**config.mk**
```make
export PLATFORM = sky130hd
export DESIGN_NAME = adc_decimate_fir_scanner_top
export DESIGN_NICKNAME = d
export VERILOG_FILES = /design/src/sv/adf_pkg.sv /design/src/sv/adf_front.sv /design/src/sv/adf_queue.sv /design/src/sv/adf_div.sv /design/src/sv/adf_back.sv /design/src/sv/adc_decimate_fir_scanner_top.sv
export SDC_FILE = /design/constraint.sdc
export NUM_CORES = 1
export LEC_CHECK = 0
export BUFFER_PORTS_ARGS = -buffer_cell sky130_fd_sc_hd__buf_2
export CAP_MARGIN = 40
export CORE_MARGIN = 2
export CORE_UTILIZATION = 55
export DETAILED_ROUTE_END_ITERATION = 8
export GPL_ROUTABILITY_DRIVEN = 0
export HOLD_SLACK_MARGIN = 0.06
export PLACE_DENSITY = 0.73
export SLEW_MARGIN = 20
export SYNTH_ARGS = -nofsm -noshare
export SYNTH_HDL_FRONTEND = slang
export SYNTH_SLANG_ARGS = --single-unit
```
**constraint.sdc**
```tcl
create_clock -name clock -period 5.9 [get_ports clock]
set_input_delay 1.475 -clock clock [delete_from_list [all_inputs] [get_ports clock]]
set_output_delay 1.475 -clock clock [all_outputs]
set_load 0.02 [all_outputs]
```
**src/sv/adf_pkg.sv**
```systemverilog
// shared constants, types and tables of the adc decimator / fir smoother
// no dependencies: every other file of the block imports this package
`default_nettype none

package adf_pkg;

   localparam int CHANNELS     = 3;
   localparam int TAPS         = 11;
   localparam int SAMPLE_BITS  = 12;
   localparam int COUNT_BITS   = 10;
   localparam int SUM_BITS     = SAMPLE_BITS + COUNT_BITS;
   localparam int CH_BITS      = 2;
   localparam int COEF_BITS    = 16;
   localparam int PROD_BITS    = COEF_BITS + SAMPLE_BITS;
   localparam int ACC_BITS     = PROD_BITS + 1;
   localparam int TAP_BITS     = $clog2(TAPS);
   localparam int MEM_DEPTH    = CHANNELS * TAPS;
   localparam int MEM_AW       = $clog2(MEM_DEPTH);
   localparam int QUEUE_DEPTH  = 2;
   localparam int QUEUE_AW     = $clog2(QUEUE_DEPTH);
   localparam int DIV_STEPS    = SUM_BITS;
   localparam int DIV_CNT_BITS = $clog2(DIV_STEPS + 1);

   localparam logic [COUNT_BITS-1:0]  SPC_RESET  = COUNT_BITS'(700);
   localparam logic [SAMPLE_BITS-1:0] SAMPLE_MAX = {SAMPLE_BITS{1'b1}};

   typedef logic [SAMPLE_BITS-1:0] sample_type;
   typedef logic [COUNT_BITS-1:0]  count_type;
   typedef logic [SUM_BITS-1:0]    sum_type;
   typedef logic [CH_BITS-1:0]     ch_type;

   // one finished block, handed from the front to the back
   typedef struct packed {
      ch_type    ch;
      ch_type    next_ch;
      sum_type   sum;
      count_type count;
   } job_type;

   // q0.16 smoothing weights, symmetric around the center tap
   function automatic logic [COEF_BITS-1:0] coef_lookup(input logic [TAP_BITS-1:0] tap);
      logic [COEF_BITS-1:0] c;
      case (tap)
         4'd0:    c = 16'd2610;
         4'd1:    c = 16'd4350;
         4'd2:    c = 16'd6090;
         4'd3:    c = 16'd7250;
         4'd4:    c = 16'd8120;
         4'd5:    c = 16'd8699;
         4'd6:    c = 16'd8120;
         4'd7:    c = 16'd7250;
         4'd8:    c = 16'd6090;
         4'd9:    c = 16'd4350;
         4'd10:   c = 16'd2610;
         default: c = '0;
      endcase
      return c;
   endfunction

   function automatic ch_type next_ch(input ch_type ch);
      ch_type n;
      if (ch >= CH_BITS'(CHANNELS - 1)) begin
         n = '0;
      end else begin
         n = ch + 1'b1;
      end
      return n;
   endfunction

endpackage

`default_nettype wire

```
**src/sv/adf_front.sv**
```systemverilog
// front end: accumulates samples of the selected channel and closes blocks
// depends on adf_pkg; feeds closed blocks into adf_queue
`default_nettype none

module adf_front (
   input  wire logic                clock,
   input  wire logic                reset,
   input  wire adf_pkg::count_type  spc,
   input  wire logic                req_valid,
   output logic                     req_stall,
   input  wire adf_pkg::sample_type req_adc_sample,
   input  wire logic                queue_full,
   output logic                     push_valid,
   output adf_pkg::job_type         push_job
);
   import adf_pkg::*;

   sum_type   sum_ff,   sum_in;
   count_type count_ff, count_in;
   ch_type    ch_ff,    ch_in;

   logic      accept;
   logic      block_done;
   sum_type   sum_next;
   count_type count_next;
   ch_type    ch_cur;

   assign req_stall  = queue_full;
   assign accept     = req_valid & ~queue_full;
   assign sum_next   = sum_ff + SUM_BITS'(req_adc_sample);
   assign count_next = count_ff + 1'b1;
   // a register value of zero closes a block on every item
   assign block_done = !(count_next < spc);
   assign ch_cur     = (ch_ff >= CH_BITS'(CHANNELS)) ? '0 : ch_ff;

   assign push_valid = accept & block_done;
   assign push_job   = '{ch: ch_cur, next_ch: next_ch(ch_cur), sum: sum_next,
                         count: count_next};

   always_comb begin
      sum_in   = sum_ff;
      count_in = count_ff;
      ch_in    = ch_ff;
      if (accept) begin
         if (block_done) begin
            sum_in   = '0;
            count_in = '0;
            ch_in    = next_ch(ch_cur);
         end else begin
            sum_in   = sum_next;
            count_in = count_next;
         end
      end
   end

   always_ff @(posedge clock) begin
      if (reset) begin
         sum_ff   <= '0;
         count_ff <= '0;
         ch_ff    <= '0;
      end else begin
         sum_ff   <= sum_in;
         count_ff <= count_in;
         ch_ff    <= ch_in;
      end
   end

endmodule

`default_nettype wire

```
**src/sv/adf_queue.sv**
```systemverilog
// short job queue between front and back, so each side stalls on its own
// depends on adf_pkg for the job type and depth
`default_nettype none

module adf_queue (
   input  wire logic             clock,
   input  wire logic             reset,
   input  wire logic             push,
   input  wire adf_pkg::job_type push_job,
   output logic                  full,
   input  wire logic             pop,
   output adf_pkg::job_type      pop_job,
   output logic                  empty
);
   import adf_pkg::*;

   job_type                entry_ff [QUEUE_DEPTH];
   logic [QUEUE_AW-1:0]    wr_ptr_ff, wr_ptr_in;
   logic [QUEUE_AW-1:0]    rd_ptr_ff, rd_ptr_in;
   logic [QUEUE_AW:0]      fill_ff,   fill_in;

   assign full    = (fill_ff == (QUEUE_AW + 1)'(QUEUE_DEPTH));
   assign empty   = (fill_ff == '0);
   assign pop_job = entry_ff[rd_ptr_ff];

   always_comb begin
      wr_ptr_in = wr_ptr_ff;
      rd_ptr_in = rd_ptr_ff;
      fill_in   = fill_ff;
      if (push) begin
         wr_ptr_in = (wr_ptr_ff == QUEUE_AW'(QUEUE_DEPTH - 1)) ? '0 : wr_ptr_ff + 1'b1;
      end
      if (pop) begin
         rd_ptr_in = (rd_ptr_ff == QUEUE_AW'(QUEUE_DEPTH - 1)) ? '0 : rd_ptr_ff + 1'b1;
      end
      case ({push, pop})
         2'b10:   fill_in = fill_ff + 1'b1;
         2'b01:   fill_in = fill_ff - 1'b1;
         default: fill_in = fill_ff;
      endcase
   end

   always_ff @(posedge clock) begin
      if (reset) begin
         wr_ptr_ff <= '0;
         rd_ptr_ff <= '0;
         fill_ff   <= '0;
      end else begin
         wr_ptr_ff <= wr_ptr_in;
         rd_ptr_ff <= rd_ptr_in;
         fill_ff   <= fill_in;
      end
   end

   always_ff @(posedge clock) begin
      if (push) begin
         entry_ff[wr_ptr_ff] <= push_job;
      end
   end

endmodule

`default_nettype wire

```
**src/sv/adf_div.sv**
```systemverilog
// restoring divider, one quotient bit per cycle: block sum over sample count
// depends on adf_pkg for widths; used by adf_back
`default_nettype none

module adf_div (
   input  wire logic               clock,
   input  wire logic               reset,
   input  wire logic               start,
   input  wire adf_pkg::sum_type   dividend,
   input  wire adf_pkg::count_type divisor,
   output logic                    done,
   output adf_pkg::sum_type        quotient
);
   import adf_pkg::*;

   logic [COUNT_BITS:0]     rem_ff,  rem_in;
   sum_type                 quo_ff,  quo_in;
   count_type               dvs_ff,  dvs_in;
   logic [DIV_CNT_BITS-1:0] cnt_ff,  cnt_in;
   logic                    run_ff,  run_in;
   logic                    done_ff, done_in;

   logic [COUNT_BITS:0]     rem_sh;
   logic                    fits;

   // dividend bits shift out of quo_ff as quotient bits shift in
   assign rem_sh   = {rem_ff[COUNT_BITS-1:0], quo_ff[SUM_BITS-1]};
   assign fits     = (rem_sh >= {1'b0, dvs_ff});
   assign done     = done_ff;
   assign quotient = quo_ff;

   always_comb begin
      rem_in  = rem_ff;
      quo_in  = quo_ff;
      dvs_in  = dvs_ff;
      cnt_in  = cnt_ff;
      run_in  = run_ff;
      done_in = 1'b0;
      if (start) begin
         rem_in = '0;
         quo_in = dividend;
         dvs_in = divisor;
         cnt_in = '0;
         run_in = 1'b1;
      end else if (run_ff) begin
         rem_in = fits ? (rem_sh - {1'b0, dvs_ff}) : rem_sh;
         quo_in = {quo_ff[SUM_BITS-2:0], fits};
         cnt_in = cnt_ff + 1'b1;
         if (cnt_ff == DIV_CNT_BITS'(DIV_STEPS - 1)) begin
            run_in  = 1'b0;
            done_in = 1'b1;
         end
      end
   end

   always_ff @(posedge clock) begin
      if (reset) begin
         cnt_ff  <= '0;
         run_ff  <= 1'b0;
         done_ff <= 1'b0;
      end else begin
         cnt_ff  <= cnt_in;
         run_ff  <= run_in;
         done_ff <= done_in;
      end
   end

   always_ff @(posedge clock) begin
      rem_ff <= rem_in;
      quo_ff <= quo_in;
      dvs_ff <= dvs_in;
   end

endmodule

`default_nettype wire

```
**src/sv/adf_back.sv**
```systemverilog
// back end: mean by division, per-channel delay lines in a memory, fir mac
// and the result register; depends on adf_pkg and adf_div
`default_nettype none

module adf_back (
   input  wire logic             clock,
   input  wire logic             reset,
   input  wire logic             queue_empty,
   input  wire adf_pkg::job_type pop_job,
   output logic                  pop,
   output logic                  rsp_valid,
   input  wire logic             rsp_stall,
   output adf_pkg::ch_type       rsp_channel,
   output adf_pkg::sample_type   rsp_filtered_value,
   output adf_pkg::ch_type       rsp_next_channel
);
   import adf_pkg::*;

   localparam logic [1:0] S_IDLE = 2'd0;
   localparam logic [1:0] S_DIV  = 2'd1;
   localparam logic [1:0] S_MAC  = 2'd2;
   localparam logic [1:0] S_OUT  = 2'd3;

   logic [1:0]            state_ff,    state_in;
   job_type               job_ff,      job_in;
   logic [MEM_AW-1:0]     base_ff,     base_in;
   sample_type            mean_ff,     mean_in;
   logic [TAP_BITS-1:0]   head_cur_ff, head_cur_in;
   logic [TAP_BITS-1:0]   iss_ff,      iss_in;
   logic                  iss_run_ff,  iss_run_in;
   logic                  s1_valid_ff;
   logic                  s1_last_ff;
   logic [TAP_BITS-1:0]   s1_tap_ff;
   logic                  s2_valid_ff;
   logic                  s2_last_ff;
   logic [PROD_BITS-1:0]  prod_ff,     prod_in;
   logic [ACC_BITS-1:0]   acc_ff,      acc_in;
   logic                  rsp_valid_ff, rsp_valid_in;
   ch_type                rsp_ch_ff;
   ch_type                rsp_next_ff;
   sample_type            rsp_value_ff;

   logic [TAP_BITS-1:0]   head_ff [CHANNELS];
   sample_type            tap_mem_ff [MEM_DEPTH];
   logic [MEM_DEPTH-1:0]  tap_vld_ff;
   sample_type            tap_rd_ff;
   logic                  tap_rd_vld_ff;

   logic                  div_done;
   sum_type               div_quo;
   logic [TAP_BITS-1:0]   head_old;
   logic [TAP_BITS-1:0]   head_new;
   sample_type            mean_new;
   logic                  wr_en;
   logic [MEM_AW-1:0]     wr_addr;
   logic [TAP_BITS:0]     idx_sum;
   logic [TAP_BITS:0]     idx_mod;
   logic [MEM_AW-1:0]     rd_addr;
   logic                  issue;
   sample_type            tap_val;
   logic                  out_free;
   logic                  load;
   logic [ACC_BITS-COEF_BITS-1:0] acc_int;

   adf_div u_div (
      .clock    (clock),
      .reset    (reset),
      .start    (pop),
      .dividend (pop_job.sum),
      .divisor  (pop_job.count),
      .done     (div_done),
      .quotient (div_quo)
   );

   // newest tap goes one slot below the old head, circularly
   assign head_old = head_ff[job_ff.ch];
   assign head_new = (head_old == '0) ? TAP_BITS'(TAPS - 1) : head_old - 1'b1;
   assign mean_new = (job_ff.count == '0) ? '0 : div_quo[SAMPLE_BITS-1:0];
   assign wr_addr  = base_ff + MEM_AW'(head_new);

   // tap i sits at (head + i) mod taps inside the channel's row
   assign idx_sum  = {1'b0, head_cur_ff} + {1'b0, iss_ff};
   assign idx_mod  = (idx_sum >= (TAP_BITS + 1)'(TAPS)) ? idx_sum - (TAP_BITS + 1)'(TAPS)
                                                        : idx_sum;
   assign rd_addr  = base_ff + MEM_AW'(idx_mod[TAP_BITS-1:0]);
   assign issue    = (state_ff == S_MAC) && iss_run_ff;

   // tap 0 is the fresh mean, never-written taps read as zero
   assign tap_val  = (s1_tap_ff == '0) ? mean_ff : (tap_rd_vld_ff ? tap_rd_ff : '0);
   assign prod_in  = PROD_BITS'(coef_lookup(s1_tap_ff) * tap_val);

   assign out_free = !rsp_valid_ff || !rsp_stall;
   assign acc_int  = acc_ff[ACC_BITS-1:COEF_BITS];

   always_comb begin
      state_in    = state_ff;
      job_in      = job_ff;
      base_in     = base_ff;
      mean_in     = mean_ff;
      head_cur_in = head_cur_ff;
      iss_in      = iss_ff;
      iss_run_in  = iss_run_ff;
      acc_in      = acc_ff;
      pop         = 1'b0;
      wr_en       = 1'b0;
      load        = 1'b0;
      case (state_ff)
         S_IDLE: begin
            if (!queue_empty) begin
               pop      = 1'b1;
               job_in   = pop_job;
               base_in  = MEM_AW'(MEM_AW'(pop_job.ch) * MEM_AW'(TAPS));
               state_in = S_DIV;
            end
         end
         S_DIV: begin
            if (div_done) begin
               wr_en       = 1'b1;
               mean_in     = mean_new;
               head_cur_in = head_new;
               iss_in      = '0;
               iss_run_in  = 1'b1;
               acc_in      = '0;
               state_in    = S_MAC;
            end
         end
         S_MAC: begin
            if (iss_run_ff) begin
               iss_in = iss_ff + 1'b1;
               if (iss_ff == TAP_BITS'(TAPS - 1)) begin
                  iss_run_in = 1'b0;
               end
            end
            if (s2_valid_ff) begin
               acc_in = acc_ff + ACC_BITS'(prod_ff);
               if (s2_last_ff) begin
                  state_in = S_OUT;
               end
            end
         end
         S_OUT: begin
            if (out_free) begin
               load     = 1'b1;
               state_in = S_IDLE;
            end
         end
         default: state_in = S_IDLE;
      endcase
   end

   always_comb begin
      rsp_valid_in = rsp_valid_ff && rsp_stall;
      if (load) begin
         rsp_valid_in = 1'b1;
      end
   end

   always_ff @(posedge clock) begin
      if (reset) begin
         state_ff     <= S_IDLE;
         iss_run_ff   <= 1'b0;
         s1_valid_ff  <= 1'b0;
         s2_valid_ff  <= 1'b0;
         rsp_valid_ff <= 1'b0;
         tap_vld_ff   <= '0;
         for (int c = 0; c < CHANNELS; c++) begin
            head_ff[c] <= '0;
         end
      end else begin
         state_ff     <= state_in;
         iss_run_ff   <= iss_run_in;
         s1_valid_ff  <= issue;
         s2_valid_ff  <= s1_valid_ff;
         rsp_valid_ff <= rsp_valid_in;
         if (wr_en) begin
            tap_vld_ff[wr_addr] <= 1'b1;
            head_ff[job_ff.ch]  <= head_new;
         end
      end
   end

   always_ff @(posedge clock) begin
      job_ff      <= job_in;
      base_ff     <= base_in;
      mean_ff     <= mean_in;
      head_cur_ff <= head_cur_in;
      iss_ff      <= iss_in;
      acc_ff      <= acc_in;
      s1_tap_ff   <= iss_ff;
      s1_last_ff  <= (iss_ff == TAP_BITS'(TAPS - 1));
      s2_last_ff  <= s1_last_ff;
      prod_ff     <= prod_in;
      if (load) begin
         rsp_ch_ff    <= job_ff.ch;
         rsp_next_ff  <= job_ff.next_ch;
         rsp_value_ff <= (acc_int > (ACC_BITS - COEF_BITS)'(SAMPLE_MAX)) ? SAMPLE_MAX
                                                        : acc_int[SAMPLE_BITS-1:0];
      end
   end

   // delay line memory: at most one write and one registered read per cycle
   always_ff @(posedge clock) begin
      if (wr_en) begin
         tap_mem_ff[wr_addr] <= mean_new;
      end
      tap_rd_ff     <= tap_mem_ff[rd_addr];
      tap_rd_vld_ff <= tap_vld_ff[rd_addr];
   end

   assign rsp_valid          = rsp_valid_ff;
   assign rsp_channel        = rsp_ch_ff;
   assign rsp_next_channel   = rsp_next_ff;
   assign rsp_filtered_value = rsp_value_ff;

endmodule

`default_nettype wire

```
**src/sv/adc_decimate_fir_scanner_top.sv**
```systemverilog
// Three-channel boxcar decimator with 11-tap FIR smoothing. Every item is one
// 12-bit sample of the channel after the one whose block closed last (channel 0
// after reset). After samples_per_channel items (0 acts as 1) the floored mean
// of the block goes into that channel's delay line and one filtered result
// comes out; other items give no result. Items that do not close a block are
// taken one per cycle while the queue has room. A closing item hands its block
// to a two-entry queue; the back end takes one block at a time: it pops it,
// runs the bit-serial divider until its done flag, makes the one-multiplier
// FIR pass and loads the result register once that is free. While the queue
// is full the front stalls every item until a queue entry frees. The register
// port accepts a write in every cycle and should only be written while the
// block is idle.
// top level: register, front end, job queue and back end
// depends on adf_pkg, adf_front, adf_queue and adf_back
`default_nettype none

module adc_decimate_fir_scanner_top (
   input  wire logic                clock,
   input  wire logic                reset,
   input  wire logic                req_valid,
   output logic                     req_stall,
   input  wire adf_pkg::sample_type req_adc_sample,
   output logic                     rsp_valid,
   input  wire logic                rsp_stall,
   output adf_pkg::ch_type          rsp_channel,
   output adf_pkg::sample_type      rsp_filtered_value,
   output adf_pkg::ch_type          rsp_next_channel,
   input  wire logic                csr_valid,
   output logic                     csr_ready,
   input  wire adf_pkg::count_type  csr_samples_per_channel
);
   import adf_pkg::*;

   count_type spc_ff, spc_in;
   logic      queue_full;
   logic      queue_empty;
   logic      push_valid;
   job_type   push_job;
   logic      pop;
   job_type   pop_job;

   assign csr_ready = 1'b1;
   assign spc_in    = (csr_valid && csr_ready) ? csr_samples_per_channel : spc_ff;

   always_ff @(posedge clock) begin
      if (reset) begin
         spc_ff <= SPC_RESET;
      end else begin
         spc_ff <= spc_in;
      end
   end

   adf_front u_front (
      .clock          (clock),
      .reset          (reset),
      .spc            (spc_ff),
      .req_valid      (req_valid),
      .req_stall      (req_stall),
      .req_adc_sample (req_adc_sample),
      .queue_full     (queue_full),
      .push_valid     (push_valid),
      .push_job       (push_job)
   );

   adf_queue u_queue (
      .clock    (clock),
      .reset    (reset),
      .push     (push_valid),
      .push_job (push_job),
      .full     (queue_full),
      .pop      (pop),
      .pop_job  (pop_job),
      .empty    (queue_empty)
   );

   adf_back u_back (
      .clock              (clock),
      .reset              (reset),
      .queue_empty        (queue_empty),
      .pop_job            (pop_job),
      .pop                (pop),
      .rsp_valid          (rsp_valid),
      .rsp_stall          (rsp_stall),
      .rsp_channel        (rsp_channel),
      .rsp_filtered_value (rsp_filtered_value),
      .rsp_next_channel   (rsp_next_channel)
   );

endmodule

`default_nettype wire

```
After elaboration in Yosys (flattened, before gate mapping)
Memories as Yosys holds them, arrays and structs flattened. A register that Yosys moved wholly into a read port is not among the register bits.
Cells that the tools add are included.
{"block": "op_classes", "addsub": 16, "multipliers": 2, "order_cmp": 9, "eq_ne": 14, "mux": 60, "bitwise": 7, "n_reduce_logical": 25}
{"operator": "2-to-1 mux 22 bit", "n": 3}
{"operator": "2-to-1 mux 29 bit", "n": 2}
{"operator": "one-hot mux 29 bit (2 select lines)", "n": 1}
{"operator": "2-to-1 mux 12 bit", "n": 3}
{"operator": "OR 33 bit", "n": 1}
{"operator": "adder 29 x 28 -> 29 bit", "n": 1}
{"operator": "2-to-1 mux 1 bit", "n": 29}
{"operator": "multiplier 16 x 12 -> 28 bit", "n": 1}
{"operator": "adder 22 x 12 -> 22 bit", "n": 1}
{"operator": "2-to-1 mux 10 bit", "n": 2}
{"operator": "2-to-1 mux 4 bit", "n": 5}
{"operator": "2-to-1 mux 2 bit", "n": 9}
{"operator": "less-than comparator 6 x 7 -> 1 bit, second input constant", "n": 2}
{"operator": "> comparator 13 x 12 -> 1 bit, second input constant", "n": 1}
{"operator": "adder 6 x 4 -> 6 bit", "n": 2}
{"operator": "greater-or-equal comparator 11 x 10 -> 1 bit", "n": 1}
{"operator": "adder 10 x 1 -> 10 bit, second input constant", "n": 1}
{"operator": "logical NOT 10 bit", "n": 1}
{"operator": "less-than comparator 10 bit", "n": 1}
{"operator": "subtractor 10 bit", "n": 1}
{"operator": "== test 2 bit, second input constant", "n": 4}
{"operator": "logical NOT 4 bit", "n": 2}
{"operator": "!= test 2 x 1 -> 1 bit, second input constant", "n": 4}
{"operator": "one-hot mux 2 bit (4 select lines)", "n": 1}
{"operator": "other kinds (34)", "n": 54}
{"block": "word_totals", "regBits": 256, "ram_bits": 480, "mem_bits_ro": 224, "inputBits": 27, "output_inout_bits": 19, "wordCells": 172, "mem_count": 4}
{"name": "u_back.tap_mem_ff", "depth": 33, "width": 12, "rd": 1, "rd_ports_with_merged_regs": 1, "wr": 1, "line_no": "adf_back.sv:44", "source": "sample_type tap_mem_ff [MEM_DEPTH];"}
{"name": "(name not given)", "depth": 16, "width": 14, "rd": 1, "rd_ports_with_merged_regs": 1, "wr": 0, "line_no": "adf_pkg.sv:43", "source": "case (tap)"}
{"name": "u_queue.entry_ff", "depth": 2, "width": 36, "rd": 1, "rd_ports_with_merged_regs": 1, "wr": 1, "line_no": "adf_queue.sv:17", "source": "job_type entry_ff [QUEUE_DEPTH];"}
{"name": "u_back.head_ff", "depth": 3, "width": 4, "rd": 1, "rd_ports_with_merged_regs": 1, "wr": 3, "line_no": "adf_back.sv:43", "source": "logic [TAP_BITS-1:0] head_ff [CHANNELS];"}

Longest topological paths before layout
Gate-level depths: netlist (run 1).
{"block": "logic_depth", "word_depth": 8, "depth_mapped": 24, "depth_no_buf": 23}

By module
Synthesis (run 1) repeated with hierarchy kept, for this count alone.
{"block": "hier_totals", "hier_cells": 2791, "area_unflattened_um2": 37912.6}
{"mod": "adf_back", "instances": 1, "cells_per_inst": 2104, "area_per_inst_um2": 29707.2}
{"mod": "adf_queue", "instances": 1, "cells_per_inst": 134, "area_per_inst_um2": 2792.7}
{"mod": "adf_front", "instances": 1, "cells_per_inst": 316, "area_per_inst_um2": 2553.7}
{"mod": "adf_div", "instances": 1, "cells_per_inst": 203, "area_per_inst_um2": 2481.1}
{"mod": "adc_decimate_fir_scanner_top", "instances": 1, "cells_per_inst": 34, "area_per_inst_um2": 377.9}

Worst setup path before layout (run 1)
Ideal clock, no wire load.
{"block": "synth_path", "path_kind": "reg-to-reg", "start": "reg u_back.s1_tap_ff[3]", "end": "reg u_back.prod_ff[26]", "setup_ns": 0.062, "arrival_ns": 6.158, "setup_slack_ns": -0.320, "path_stages_with_launch": 23, "path_buffers": 2, "period_less_slack_ns": 6.220, "cell_sequence": "dfxtp_1 > nor4_1 > clkbuf_1 > nand2_1 > o21ai_0 > clkbuf_1 > nand2_1 > fa_1 > inv_1 > fa_1 > fa_1 > fa_1 > inv_1 > fa_1 > inv_1 > ha_1 > a21o_1 > a21o_1 > a21oi_1 > a31oi_2 > a221o_1 > a2111o_1 > nand3_1"}
{"block": "synth_via", "elab_chain_len": 3}
{"item": "start: declaration", "line_no": "adf_back.sv:33", "source": "logic [TAP_BITS-1:0] s1_tap_ff;"}
{"item": "start signal: assignment", "line_no": "adf_back.sv:189", "source": "s1_tap_ff <= iss_ff;"}
{"item": "logical NOT 4 bit", "line_no": "adf_back.sv:89", "source": "assign tap_val = (s1_tap_ff == '0) ? mean_ff : (tap_rd_vld_ff ? tap_rd_ff : '0);"}
{"item": "2-to-1 mux 12 bit", "line_no": "adf_back.sv:89"}
{"item": "multiplier 16 x 12 -> 28 bit", "line_no": "adf_back.sv:90", "source": "assign prod_in = PROD_BITS'(coef_lookup(s1_tap_ff) * tap_val);"}
{"item": "via u_back.prod_in[26]", "line_no": "adf_back.sv:36", "source": "logic [PROD_BITS-1:0] prod_ff, prod_in;"}
{"item": "end signal: assignment", "line_no": "adf_back.sv:192", "source": "prod_ff <= prod_in;"}
{"item": "end: declaration", "line_no": "adf_back.sv:36"}
The timed path passes the listed nets, and every way through them passes these cells.
A chain may end at the register's enable or synchronous reset.

Final worst setup path (run 1)
Same ends and word-level chain as after synthesis.

==> results of run 1 <==
[through the flow]
| stage | cell area (um2) | hold WS (ns) | util [%] |
|---|---|---|---|
| global route | 42360 | 0.3452 | 63.19 |
| floorplan | 37160 | 0.3096 | - |
| global placement | 38970 | 0.3142 | 58.13 |
| detailed placement | 39220 | 0.3161 | 58.51 |
| CTS | 41940 | 0.3298 | 62.56 |
| finish | 42360 | 0.3272 | 63.19 |
[layout make-up]
cell class / count / area (um2) / share of cell area [%]
clock buffer: 102 / 2092 / 4.938
clock inverter: 38 / 464.2 / 1.096
inverter: 254 / 953.4 / 2.251
multi-input combinational: 1662 / 15290 / 36.10
sequential: 751 / 20890 / 49.32
tap: 873 / 1092 / 2.578
timing repair buffer: 191 / 1577 / 3.721
[power groups by stage]
stage | registers [mW] | logic, mW | clock network (mW)
floorplan | 5.98 | 2.07 | 0
finish | 5.95 | 3.05 | 4.88
detailed placement | 6.06 | 2.86 | 0
global placement | 6.05 | 2.77 | 0
CTS | 5.95 | 2.92 | 4.95
global route | 5.96 | 3.32 | 5.14
[final timing paths]
| path | slack [ns] | cells after the start | start | to |
|---|---|---|---|---|
| worst max register to register | 0.14 | 22 | u_back.s1_tap_ff[3] | u_back.prod_ff[26] |
| worst min-delay path | 0.33 | 0 | u_back.s1_last_ff | u_back.s2_last_ff |
| worst min register to register | 0.33 | 0 | u_back.s1_last_ff | u_back.s2_last_ff |
| worst max-delay path | 0.14 | 22 | u_back.s1_tap_ff[3] | u_back.prod_ff[26] |
[state kept, by name (all words and copies together), names as in the netlist, 16 cells and up, named ones only]
| name | count |
|---|---|
| u_back.u_div.quotient | 22 |
| u_queue.entry_ff | 70 |
| u_back.tap_vld_ff | 33 |
| u_back.head_ff | 16 |
| u_back.prod_ff | 28 |
| u_front.sum_ff | 22 |
| u_back.tap_mem_ff | 396 |
| u_back.acc_ff | 29 |
[layer usage]
metal | vias to the layer above | global-route usage (%) | wire length [um]
li1 | 10330 | - | -
met1 | 11620 | 33.29 | 35430
met2 | 899 | 41.35 | 42000
met3 | 195 | 4.101 | 5526
met4 | 0 | 8.600 | 3151
met5 | - | 0 | 0
[worst max-delay path, cell delays in order (launching register included)]
cell	delay, ns
dfxtp_2	0.32
nor4_4	0.29
buf_6	0.16
buf_8	0.12
nand2_1	0.09
o21ai_1	0.11
buf_4	0.18
buf_4	0.12
buf_4	0.13
nand2_1	0.07
fa_1	0.49
fa_1	0.56
inv_1	0.06
fa_1	0.55
fa_1	0.47
ha_1	0.33
ha_1	0.32
buf_4	0.16
and3_4	0.19
nor2b_1	0.14
a221o_1	0.38
a2111o_1	0.40
nand3_1	0.08
[cells by family after synthesis]
family,count (synthesis)
flops,751
compound gates,412
buf+inv,362
fa+ha+maj,291
mux,202
simple gates,667
other cells,1
xor+xnor,89
[layout by cell type, fill, tap and decap left out, types with 19 or more instances in the layout]
cell type    n
buf_2       46
nor2_1     161
dfxtp_1    164
clkbuf_1    19
edfxtp_1   585
ha_1       149
or2_2       19
mux4_2     133
nor3_1      39
xnor2_1     35
buf_4      114
xor2_1      50
inv_1      239
fa_1       119
o21a_1      42
mux2i_1     55
and2_1      62
o21ai_0     86
a21oi_1    107
nor2b_1     20
clkbuf_16   78
nand2_1    225
nand3_1     48
a21o_1      42
[what timing repair did]
action | CTS | global route
setup buffers | 16 | 8
cloned | 1 | 1
resized for setup | 17 | 77
setup endpoints to repair | 11 | 13
pin swaps | 9 | 65
[synth_stat cells, drive strengths merged, types with 6 or more instances]
cell,n,area (um2)
fa,127,2542
o21ai,102,510.5
a22o,9,78.83
nor2b,21,138.9
xor2,51,446.7
or2,19,118.9
o21bai,10,75.07
and2,69,431.7
edfxtp,585,17570
a21oi,112,560.5
mux4,133,2995
inv,252,945.9
dfxtp,166,3323
a211oi,7,52.55
or3,6,37.54
nand2b,14,87.58
and3,11,68.82
nor3,39,195.2
nand3,49,245.2
mux2i,55,550.5
o211ai,13,97.59
a31oi,14,93.84
buf,19,97.59
nor2,170,638.1
clkbuf,89,334.1
mux2,14,157.7
ha,164,2052
nand2,232,870.8
xnor2,38,340.3
o21a,42,315.3
a21o,42,315.3
nand4,12,75.07
==> results by group, run 1 <==
Status
  • Status: finished, final reports clean

Setup path
  • Critical Path AT: 6.33 ns
  • Critical path class: reg -> reg
  • Critical Path RT: ~6.5 ns
  • Startpoint Class: flop
  • Nature of the critical path endpoint: flop
  • CP max FO: 8

Drt
  • Post-route DRC: 0
  • Vias: 23050
  • DR pass1 iterations: 6
  • WL per Instance: 22.24 um
  • DRT iter0 DRCs: 2504
  • Drt total wl: ~86 mm
  • Antenna-violating nets left: 0
  • Vias per cell: 5.954

Floorplan
  • Chip width: 263.9 um
  • Die ar.: 0.06962 mm2
  • Initial Util: 55.40%
  • FP Rows: 95
  • Die Y-Extent: 263.9 um
  • Core footprint: between 0.06 and 0.07 mm2
  • IO Count: 46

Hold path
  • Worst Hold Class: reg -> reg

Place
  • Post-DP HPWL: 57.92 mm
  • Port bufs: 44
  • Placed insts: 3702
  • Pre-CTS WS: -0.2660 ns

STA
  • Fin crit share: 97.66%
  • RSZ-0062 raised after global routing: true
  • Peak Freq: 0.1736 GHz
  • Worst-Margin Slew: between 0.7 and 0.8 ns
  • Final setup viols: 0
  • Worst Clk Skew: roughly 0.024 ns
  • Final Critical Period: 5.762 ns
  • Final hold vios: 0
  • Setup ws final: 0.1381 ns
  • Slew HR: 48.36%
  • Slew Limit Fails: 0
  • Setup TNS: 0 ns

Power and ir drop
  • Sw Pwr: 3.808 mW
  • Pwr per Cell Area: 327.8 mW/mm2
  • Switching share of power: 27.42%
  • Combinational Power Share: a little over a fifth
  • Tot Pwr: 13.89 mW
  • Seq pwr share: ~43%
  • Clock share of power: 35.2%
  • Max VDD drop: 233.6 uV
  • Internal: approximately 10 mW
  • Leak Pwr: 16.40 nW

Synthesis
  • Ys async rst share: 0%
  • Synth Net Count: between 3000 and 4000
  • Post-synth EDFFs: just under 600
  • Mean area per synthesized cell: 13.38 um2
  • FF+latch count, synth: between 700 and 800
  • Multiplexer area fraction after synthesis: 9.972%
  • Synth Instances: 2775
  • Yosys warns: 0
  • Largest family of logic cells by synthesized area: adder cells
  • Main synth FF type: edfxtp_1
  • Sequential area share after synthesis: about 56%
  • Compound-gate portion of the synthesized area: 7.196%
  • Xor and xnor area share after synthesis: 2.119%
  • Post-Synth Adder-Cell Area: 12.37%
  • Simple-gate share of the synthesized area: 8.352%
  • Cell Area, Synth: 0.03714 mm2
  • Netlist cell types: 82

Clocking
  • Cts hold-fix bufs: 0
  • Clock slew at reported path FFs: ~0.060 ns
  • Clock buffer depth: 3
  • Num Clock Sinks: 751
  • Num CTS Buffers: 76
  • CTS tree: yes
  • Worst-Skew Late Latency: 0.63 ns
  • Root buf cell: clkbuf_16
  • CTS H-tree lvls: 3

Layout
  • Post-Layout Cell Count: 3871
  • Fin nets: 3254
  • P&R area growth vs syn: 14.07%
  • Share of cells above drive strength 1: 18.78%
  • ANT cells: 0
  • # fillers: 4813

GRT
  • Initial antenna violation count: 0
  • Vias in the first global route: between 20000 and 25000
  • Pin count of the biggest net entering global routing: 71
  • First-pass GRT wire length: 133.2 mm
  • Total gr overflow: 0
  • GRT Overall Usage: 24.81%

Run
  • Max cap viols: 0
No activity file was read; power rests on OpenSTA's default activity.
==> run 2: changes to the inputs <==
--- a/config.mk
+++ b/config.mk
@@ -7,6 +7,7 @@
 export LEC_CHECK = 0
 export BUFFER_PORTS_ARGS = -buffer_cell sky130_fd_sc_hd__buf_2
 export CAP_MARGIN = 40
+export CORE_ASPECT_RATIO = 0.8
 export CORE_MARGIN = 2
 export CORE_UTILIZATION = 55
 export DETAILED_ROUTE_END_ITERATION = 8
==> results by group, run 2 (synthesis gave the netlist of run 1 again) <==
Power and ir drop
  • Tot Pwr: 13.87 mW (was 13.89 mW)
  • Max VDD drop: 210.2 uV (was 233.6 uV)
  • Leak Pwr: 16.39 nW (was 16.40 nW)
  • Pwr per Cell Area: 328.8 mW/mm2 (was 327.8 mW/mm2)

Layout
  • P&R area growth vs syn: 13.61% (was 14.07%)
  • Share of cells above drive strength 1: 18.05% (was 18.78%)
  • ANT cells: 0 (unchanged)
  • Largest register FFs: 396 (unchanged)
  • Fin nets: 3254 (unchanged)
  • Commonest non-fill, non-tap cells in the layout: edfxtp_1, inv_1, nand2_1, nor2_1, dfxtp_1 (was edfxtp_1, inv_1, nand2_1, dfxtp_1, nor2_1)
  • Most common cell after layout, fill and taps aside: edfxtp_1 (unchanged)
  • Register bank with the most flops: u_back.tap_mem_ff (unchanged)
  • Top flop regs: u_back.tap_mem_ff: 396 flops, u_queue.entry_ff: 70 flops, u_back.tap_vld_ff: 33 flops (unchanged)
  • Finished Core Util: 62.97% (was 63.19%)

Setup path
  • Critical path cell sequence: nor4_4, buf_6, clkbuf_16, nand2_1, o21ai_2, buf_4, and2_1, fa_1, fa_1, fa_1, fa_1, inv_1, fa_1, inv_1, ha_1, a21o_1, a21o_1, a21oi_2, a31oi_2, a221o_1, a2111o_1, nand3_1 (was nor4_4, buf_6, buf_8, nand2_1, o21ai_1, buf_4, buf_4, buf_4, nand2_1, fa_1, fa_1, inv_1, fa_1, fa_1, ha_1, ha_1, buf_4, and3_4, nor2b_1, a221o_1, a2111o_1, nand3_1)
  • Nature of the critical path endpoint: flop (unchanged)
  • Crit path depth: 22 (unchanged)
  • Critical path class: reg -> reg (unchanged)
  • WP buf/inv: 5 (was 7)
  • Worst reg-to-reg path cell count: 22 (unchanged)
  • Critical Path AT: 6.37 ns (was 6.33 ns)
  • Top delay family on crit path: adder cells (unchanged)
  • Crit path top cell by count: fa_1
  • Startpoint Class: flop (unchanged)
  • CP max stage delay: 0.56 ns (about the same)
  • CP max FO: 6 (was 8)
  • Critical Path RT: 6.45 ns (was 6.47 ns)
  • Worst path slowest cell: fa_1 (unchanged)

Clocking
  • Clock slew at reported path FFs: 0.06 ns (about the same)
  • Num Clock Sinks: 751 (unchanged)
  • CTS tree: yes (unchanged)
  • Num CTS Buffers: 75 (was 76)
  • Root buf cell: clkbuf_16 (unchanged)
  • Worst-Skew Late Latency: 0.63 ns (about the same)
  • Clock buffer depth: 3 (unchanged)
  • CTS H-tree lvls: 3 (unchanged)
  • Cts hold-fix bufs: 0 (unchanged)

STA
  • Slew HR: 42.50% (was 48.36%)
  • Final Critical Period: 5.820 ns (was 5.762 ns)
  • Worst Clk Skew: 0.03378 ns (was 0.02422 ns)
  • Slew Limit Fails: 0 (unchanged)
  • Final setup viols: 0 (unchanged)
  • Min Hold Slack: 0.3341 ns (was 0.3272 ns)
  • Setup ws final: 0.08050 ns (was 0.1381 ns)
  • Final hold vios: 0 (unchanged)
  • Worst-Margin Slew: 0.8626 ns (was 0.7718 ns)
  • Peak Freq: 0.1718 GHz (was 0.1736 GHz)
  • Fin crit share: 98.64% (was 97.66%)

Drt
  • Antenna-violating nets left: 0 (unchanged)
  • Vias per cell: 5.956 (was 5.954)
  • Post-route DRC: 0 (unchanged)
  • WL per Instance: 21.91 um (was 22.24 um)
  • DRT iter0 DRCs: 2338 (was 2504)
  • Drt total wl: 84.72 mm (was 86.11 mm)
  • DR pass1 iterations: 5 (was 6)
  • Vias: 23030 (was 23050)

GRT
  • Vias in the first global route: 23220 (was 23370)
  • Initial antenna violation count: 4 (was 0)
  • Total gr overflow: 0 (unchanged)
  • GRT Overall Usage: 24.41% (was 24.81%)
  • First-pass GRT wire length: 130.6 mm (was 133.2 mm)
  • Pin count of the biggest net entering global routing: 56 (was 71)

Status
  • Status: finished, final reports clean (unchanged)

Place
  • Port bufs: 44 (unchanged)
  • Pre-CTS WS: -0.07670 ns (was -0.2660 ns)
  • Post-DP HPWL: 57.41 mm (was 57.92 mm)

Hold path
  • Worst Hold Class: reg -> reg (unchanged)
  • Hold Path Depth: 0 (unchanged)

Floorplan
  • Die Y-Extent: 236.4 um (was 263.9 um)
  • Chip width: 294.5 um (was 263.9 um)
  • Core footprint: 0.06700 mm2 (was 0.06704 mm2)
  • FP Rows: 85 (was 95)
  • IO Count: 46 (unchanged)
  • Initial Util: 55.43% (was 55.40%)
  • Die ar.: 0.06963 mm2 (was 0.06962 mm2)

Run
  • Max cap viols: 0 (unchanged)
[run 2: cell count changes in the layout (fill, tap and decap cells not counted), moves of 3 or more]
cell	previous run	this run
ha_4	12	6
clkinv_4	0	3
buf_4	114	123
ha_1	149	157
nor2_2	8	1
clkbuf_1	19	16
clkinv_2	13	16
buf_8	14	1
inv_2	13	2
clkinv_1	12	9
nor2_1	161	169
buf_6	6	12
inv_1	239	250
[run 2: power breakdown]
group          switching [mW]  internal [mW]
Sequential              0.135           5.82
Combinational            1.66           1.36
Clock                    2.04           2.85
Total                    3.84           10.0
[run 2: layout make-up]
cell class	instances	area, um2
Fill cell	4820	24810
Sequential cell	751	20890
Multi-Input combinational cell	1662	15170
Clock buffer	96	2017
Timing Repair Buffer	192	1543
Tap cell	870	1089
Inverter	254	953.4
Clock inverter	42	525.5
[run 2: worst paths after layout]
path / slack, ns / endpoint / start
hold / removal: 0.33 / u_back.s2_last_ff / u_back.s1_last_ff
setup / recovery: 0.08 / u_back.prod_ff[24] / u_back.s1_tap_ff[0]
hold reg to reg: 0.33 / u_back.s2_last_ff / u_back.s1_last_ff
setup reg to reg: 0.08 / u_back.prod_ff[24] / u_back.s1_tap_ff[0]
[run 2: per-stage QoR]
stage | cell area, um2 | cells | TNS (ns)
6_report | 42190 | 3867 | 0
5_1_grt | 42190 | 3867 | -0.2713
4_1_cts | 41790 | 3851 | -0.001401
3_5_place_dp | 39230 | 3712 | -0.1318
3_3_place_gp | 39150 | 3707 | 0
2_1_floorplan | 37160 | 2775 | 0
[run 2: timing repair]
item                       in CTS  in global routing
cloned                          0                  4
gates resized for setup         4                 64
setup endpoints to repair       3                 11
setup buffers                   1                 11
pin swaps                       1                 34
[run 2: per-layer routing]
metal | GRT usage (%) | wire length [um]
met2 | 37.83 | 38870
met4 | 5.891 | 1656
met5 | 0 | 33
met1 | 35.95 | 36600
met3 | 4.626 | 7561
[run 2: worst reg2reg max path, stage by stage (launching register included)]
cell and delay (ns):
dfxtp_2 0.33, nor4_4 0.28, buf_6 0.17, clkbuf_16 0.15, nand2_1 0.07, o21ai_2 0.09
buf_4 0.19, and2_1 0.19, fa_1 0.42, fa_1 0.52, fa_1 0.44, fa_1 0.56
inv_1 0.06, fa_1 0.52, inv_1 0.04, ha_1 0.30, a21o_1 0.19, a21o_1 0.17
a21oi_2 0.12, a31oi_2 0.06, a221o_1 0.41, a2111o_1 0.39, nand3_1 0.07
==> run 3: changes to the inputs <==
--- a/config.mk
+++ b/config.mk
@@ -5,7 +5,7 @@
 export SDC_FILE = /design/constraint.sdc
 export NUM_CORES = 1
 export LEC_CHECK = 0
-export BUFFER_PORTS_ARGS = -buffer_cell sky130_fd_sc_hd__buf_2
+export BUFFER_PORTS_ARGS = -buffer_cell sky130_fd_sc_hd__clkbuf_2
 export CAP_MARGIN = 40
 export CORE_ASPECT_RATIO = 0.8
 export CORE_MARGIN = 2
@@ -13,7 +13,7 @@
 export DETAILED_ROUTE_END_ITERATION = 8
 export GPL_ROUTABILITY_DRIVEN = 0
 export HOLD_SLACK_MARGIN = 0.06
-export PLACE_DENSITY = 0.73
+export PLACE_DENSITY = 0.7
 export SLEW_MARGIN = 20
 export SYNTH_ARGS = -nofsm -noshare
 export SYNTH_HDL_FRONTEND = slang
==> constraint.sdc (replaced) <==
create_clock -name clock -period 7.15 [get_ports clock]
set_input_delay 1.7875 -clock clock [delete_from_list [all_inputs] [get_ports clock]]
set_output_delay 1.7875 -clock clock [all_outputs]
set_load 0.02 [all_outputs]
==> results by group, run 3 (synthesis gave the netlist of run 1 again) <==
Layout
  • ANT cells: 0 (unchanged)
  • P&R area growth vs syn: 11.19% (was 13.61%)
  • Post-route cell area: 0.04129 mm2 (was 0.04219 mm2)
  • Commonest non-fill, non-tap cells in the layout: edfxtp_1, inv_1, nand2_1, nor2_1, dfxtp_1 (unchanged)
  • Top flop regs: u_back.tap_mem_ff: 396 flops, u_queue.entry_ff: 70 flops, u_back.tap_vld_ff: 33 flops (unchanged)
  • # fillers: 4924 (was 4820)
  • Fin nets: 3190 (was 3254)
  • Seq. cell area: 0.02089 mm2 (about the same)
  • Area of the multi-input gates: 0.01495 mm2 (was 0.01517 mm2)
  • Most common cell after layout, fill and taps aside: edfxtp_1 (unchanged)
  • Post-Layout Cell Count: 3800 (was 3867)
  • Register bank with the most flops: u_back.tap_mem_ff (unchanged)
  • Share of cells above drive strength 1: 14.81% (was 18.05%)
  • Largest register FFs: 396 (unchanged)

Hold path
  • Worst Hold Class: reg -> reg (unchanged)

Clocking
  • CTS tree: yes (unchanged)
  • Num Clock Sinks: 751 (unchanged)
  • Clock buffer depth: 3 (unchanged)
  • Root buf cell: clkbuf_16 (unchanged)
  • Cts hold-fix bufs: 0 (unchanged)
  • Num CTS Buffers: 73 (was 75)
  • Buffer count from post-CTS setup fixing: 0 (was 1)
  • Post-cts gate resize count: 0 (was 4)
  • Clock slew at reported path FFs: 0.06 ns (about the same)
  • Worst-Skew Late Latency: 0.63 ns (about the same)
  • CTS H-tree lvls: 3 (unchanged)

Place
  • Post-DP HPWL: 55.74 mm (was 57.41 mm)
  • Placed insts: 3660 (was 3712)
  • Port bufs: 44 (unchanged)
  • Dpl cell area: 0.03878 mm2 (was 0.03923 mm2)

Status
  • Status: finished, final reports clean (unchanged)

Drt
  • DRT iter0 DRCs: 2080 (was 2338)
  • WL per Instance: 21.47 um (was 21.91 um)
  • Vias: 22430 (was 23030)
  • Antenna-violating nets left: 0 (unchanged)
  • Post-route DRC: 0 (unchanged)
  • Vias per cell: 5.902 (was 5.956)
  • Drt total wl: 81.58 mm (was 84.72 mm)
  • DR pass1 iterations: 6 (was 5)

Setup path
  • CP max FO: 24 (was 6)
  • Critical Path RT: 7.70 ns (was 6.45 ns)
  • Nature of the critical path endpoint: flop (unchanged)
  • Critical path class: reg -> reg (unchanged)
  • Startpoint Class: flop (unchanged)
  • Critical Path AT: 6.89 ns (was 6.37 ns)

Floorplan
  • IO Count: 46 (unchanged)
  • FP Rows: 85 (unchanged)
  • Initial Util: 55.43% (unchanged)
  • Core footprint: 0.06700 mm2 (unchanged)
  • Chip width: 294.5 um (unchanged)
  • Die ar.: 0.06963 mm2 (unchanged)
  • Die Y-Extent: 236.4 um (unchanged)

STA
  • Slew HR: 47.30% (was 42.50%)
  • Worst Clk Skew: 0.02245 ns (was 0.03378 ns)
  • Worst-Margin Slew: 0.7853 ns (was 0.8626 ns)
  • Final setup viols: 0 (unchanged)
  • RSZ-0062 raised after global routing: false
  • Slew Limit Fails: 0 (unchanged)
  • Peak Freq: 0.1576 GHz (was 0.1718 GHz)
  • Final Critical Period: 6.346 ns (was 5.820 ns)
  • Setup TNS: 0 ns (unchanged)
  • Fin crit share: 88.75% (was 98.64%)
  • Final hold vios: 0 (unchanged)

Run
  • Max cap viols: 0 (unchanged)

GRT
  • Pin count of the biggest net entering global routing: 55 (was 56)
  • Vias in the first global route: 22670 (was 23220)
  • First-pass GRT wire length: 127.4 mm (was 130.6 mm)
  • Total gr overflow: 0 (unchanged)
  • Initial antenna violation count: 0 (was 4)
  • GRT Overall Usage: 23.82% (was 24.41%)

Power and ir drop
  • Pwr per Cell Area: 268.4 mW/mm2 (was 328.8 mW/mm2)
  • Max VDD drop: 172.1 uV (was 210.2 uV)
  • Leak Pwr: 15.97 nW (was 16.39 nW)
==> run 3: cell count changes in the layout (fill, tap and decap cells not counted), moves of 6 or more <==
| cell | delta |
|---|---|
| ha_1 | +6 |
| o21ai_0 | +10 |
| buf_2 | -43 |
| fa_2 | -8 |
| buf_6 | -11 |
| clkbuf_2 | +44 |
| nand2_2 | -7 |
| buf_4 | -48 |
| nand2_1 | +7 |
| fa_1 | +8 |
==> run 3: layout make-up <==
type                            count  area share, %
Clock buffer                       94          4.939
Clock inverter                     39         0.9938
Inverter                          254          2.309
Multi-Input combinational cell   1662          36.21
Sequential cell                   751          50.59
Tap cell                          870          2.636
Timing Repair Buffer              130          2.324
==> run 3: critical path, stage by stage (launching register included) <==
cell and delay [ns]:
dfxtp_1 0.31, nor4_2 0.25, buf_4 0.26, nand2_1 0.07, o21ai_1 0.42, nand2_1 0.17
fa_1 0.56, inv_1 0.06, fa_1 0.52, fa_1 0.44, fa_1 0.55, inv_1 0.06
fa_1 0.53, inv_1 0.05, ha_1 0.36, a21o_1 0.24, a21o_1 0.17, a21oi_1 0.17
a31oi_2 0.10, a221o_1 0.47, a2111o_1 0.44, nand3_1 0.07
==> run 3: metal layers <==
metal,vias up,share of wire [%],global-route usage [%]
li1,10220,-,-
met1,11180,43,34.07
met2,871,46,37.39
met3,153,7.3,3.967
met4,0,3.0,7.947
met5,-,0,0
==> run 3: path summary, 6_finish.rpt <==
| path | slack [ns] | depth (start not counted) | endpoint | startpoint |
|---|---|---|---|---|
| worst min-delay path | 0.33 | 0 | u_back.s2_last_ff | u_back.s1_last_ff |
| worst max-delay path | 0.80 | 21 | u_back.prod_ff[26] | u_back.s1_tap_ff[3] |
| worst min register to register | 0.33 | 0 | u_back.s2_last_ff | u_back.s1_last_ff |
| worst max register to register | 0.80 | 21 | u_back.prod_ff[26] | u_back.s1_tap_ff[3] |
==> run 3: power by group <==
part / internal (mW) / switching, mW
Combinational: 1.00 / 1.30
Sequential: 4.80 / 0.104
Clock: 2.25 / 1.62
Total: 8.05 / 3.03
==> run 3: per-stage QoR <==
step / power (mW) / util, % / hold slack (ns) / worst slack (ns)
finish: 11.08 / 61.63 / 0.3271 / 0.8040
global route: 11.55 / 61.63 / 0.3338 / 0.3573
CTS: 11.15 / 61.54 / 0.3312 / 0.7973
detailed placement: 7.273 / 57.88 / 0.3179 / 0.8362
global placement: 7.216 / 57.70 / 0.3130 / 0.6412
floorplan: 6.645 / - / 0.3096 / 0.9303
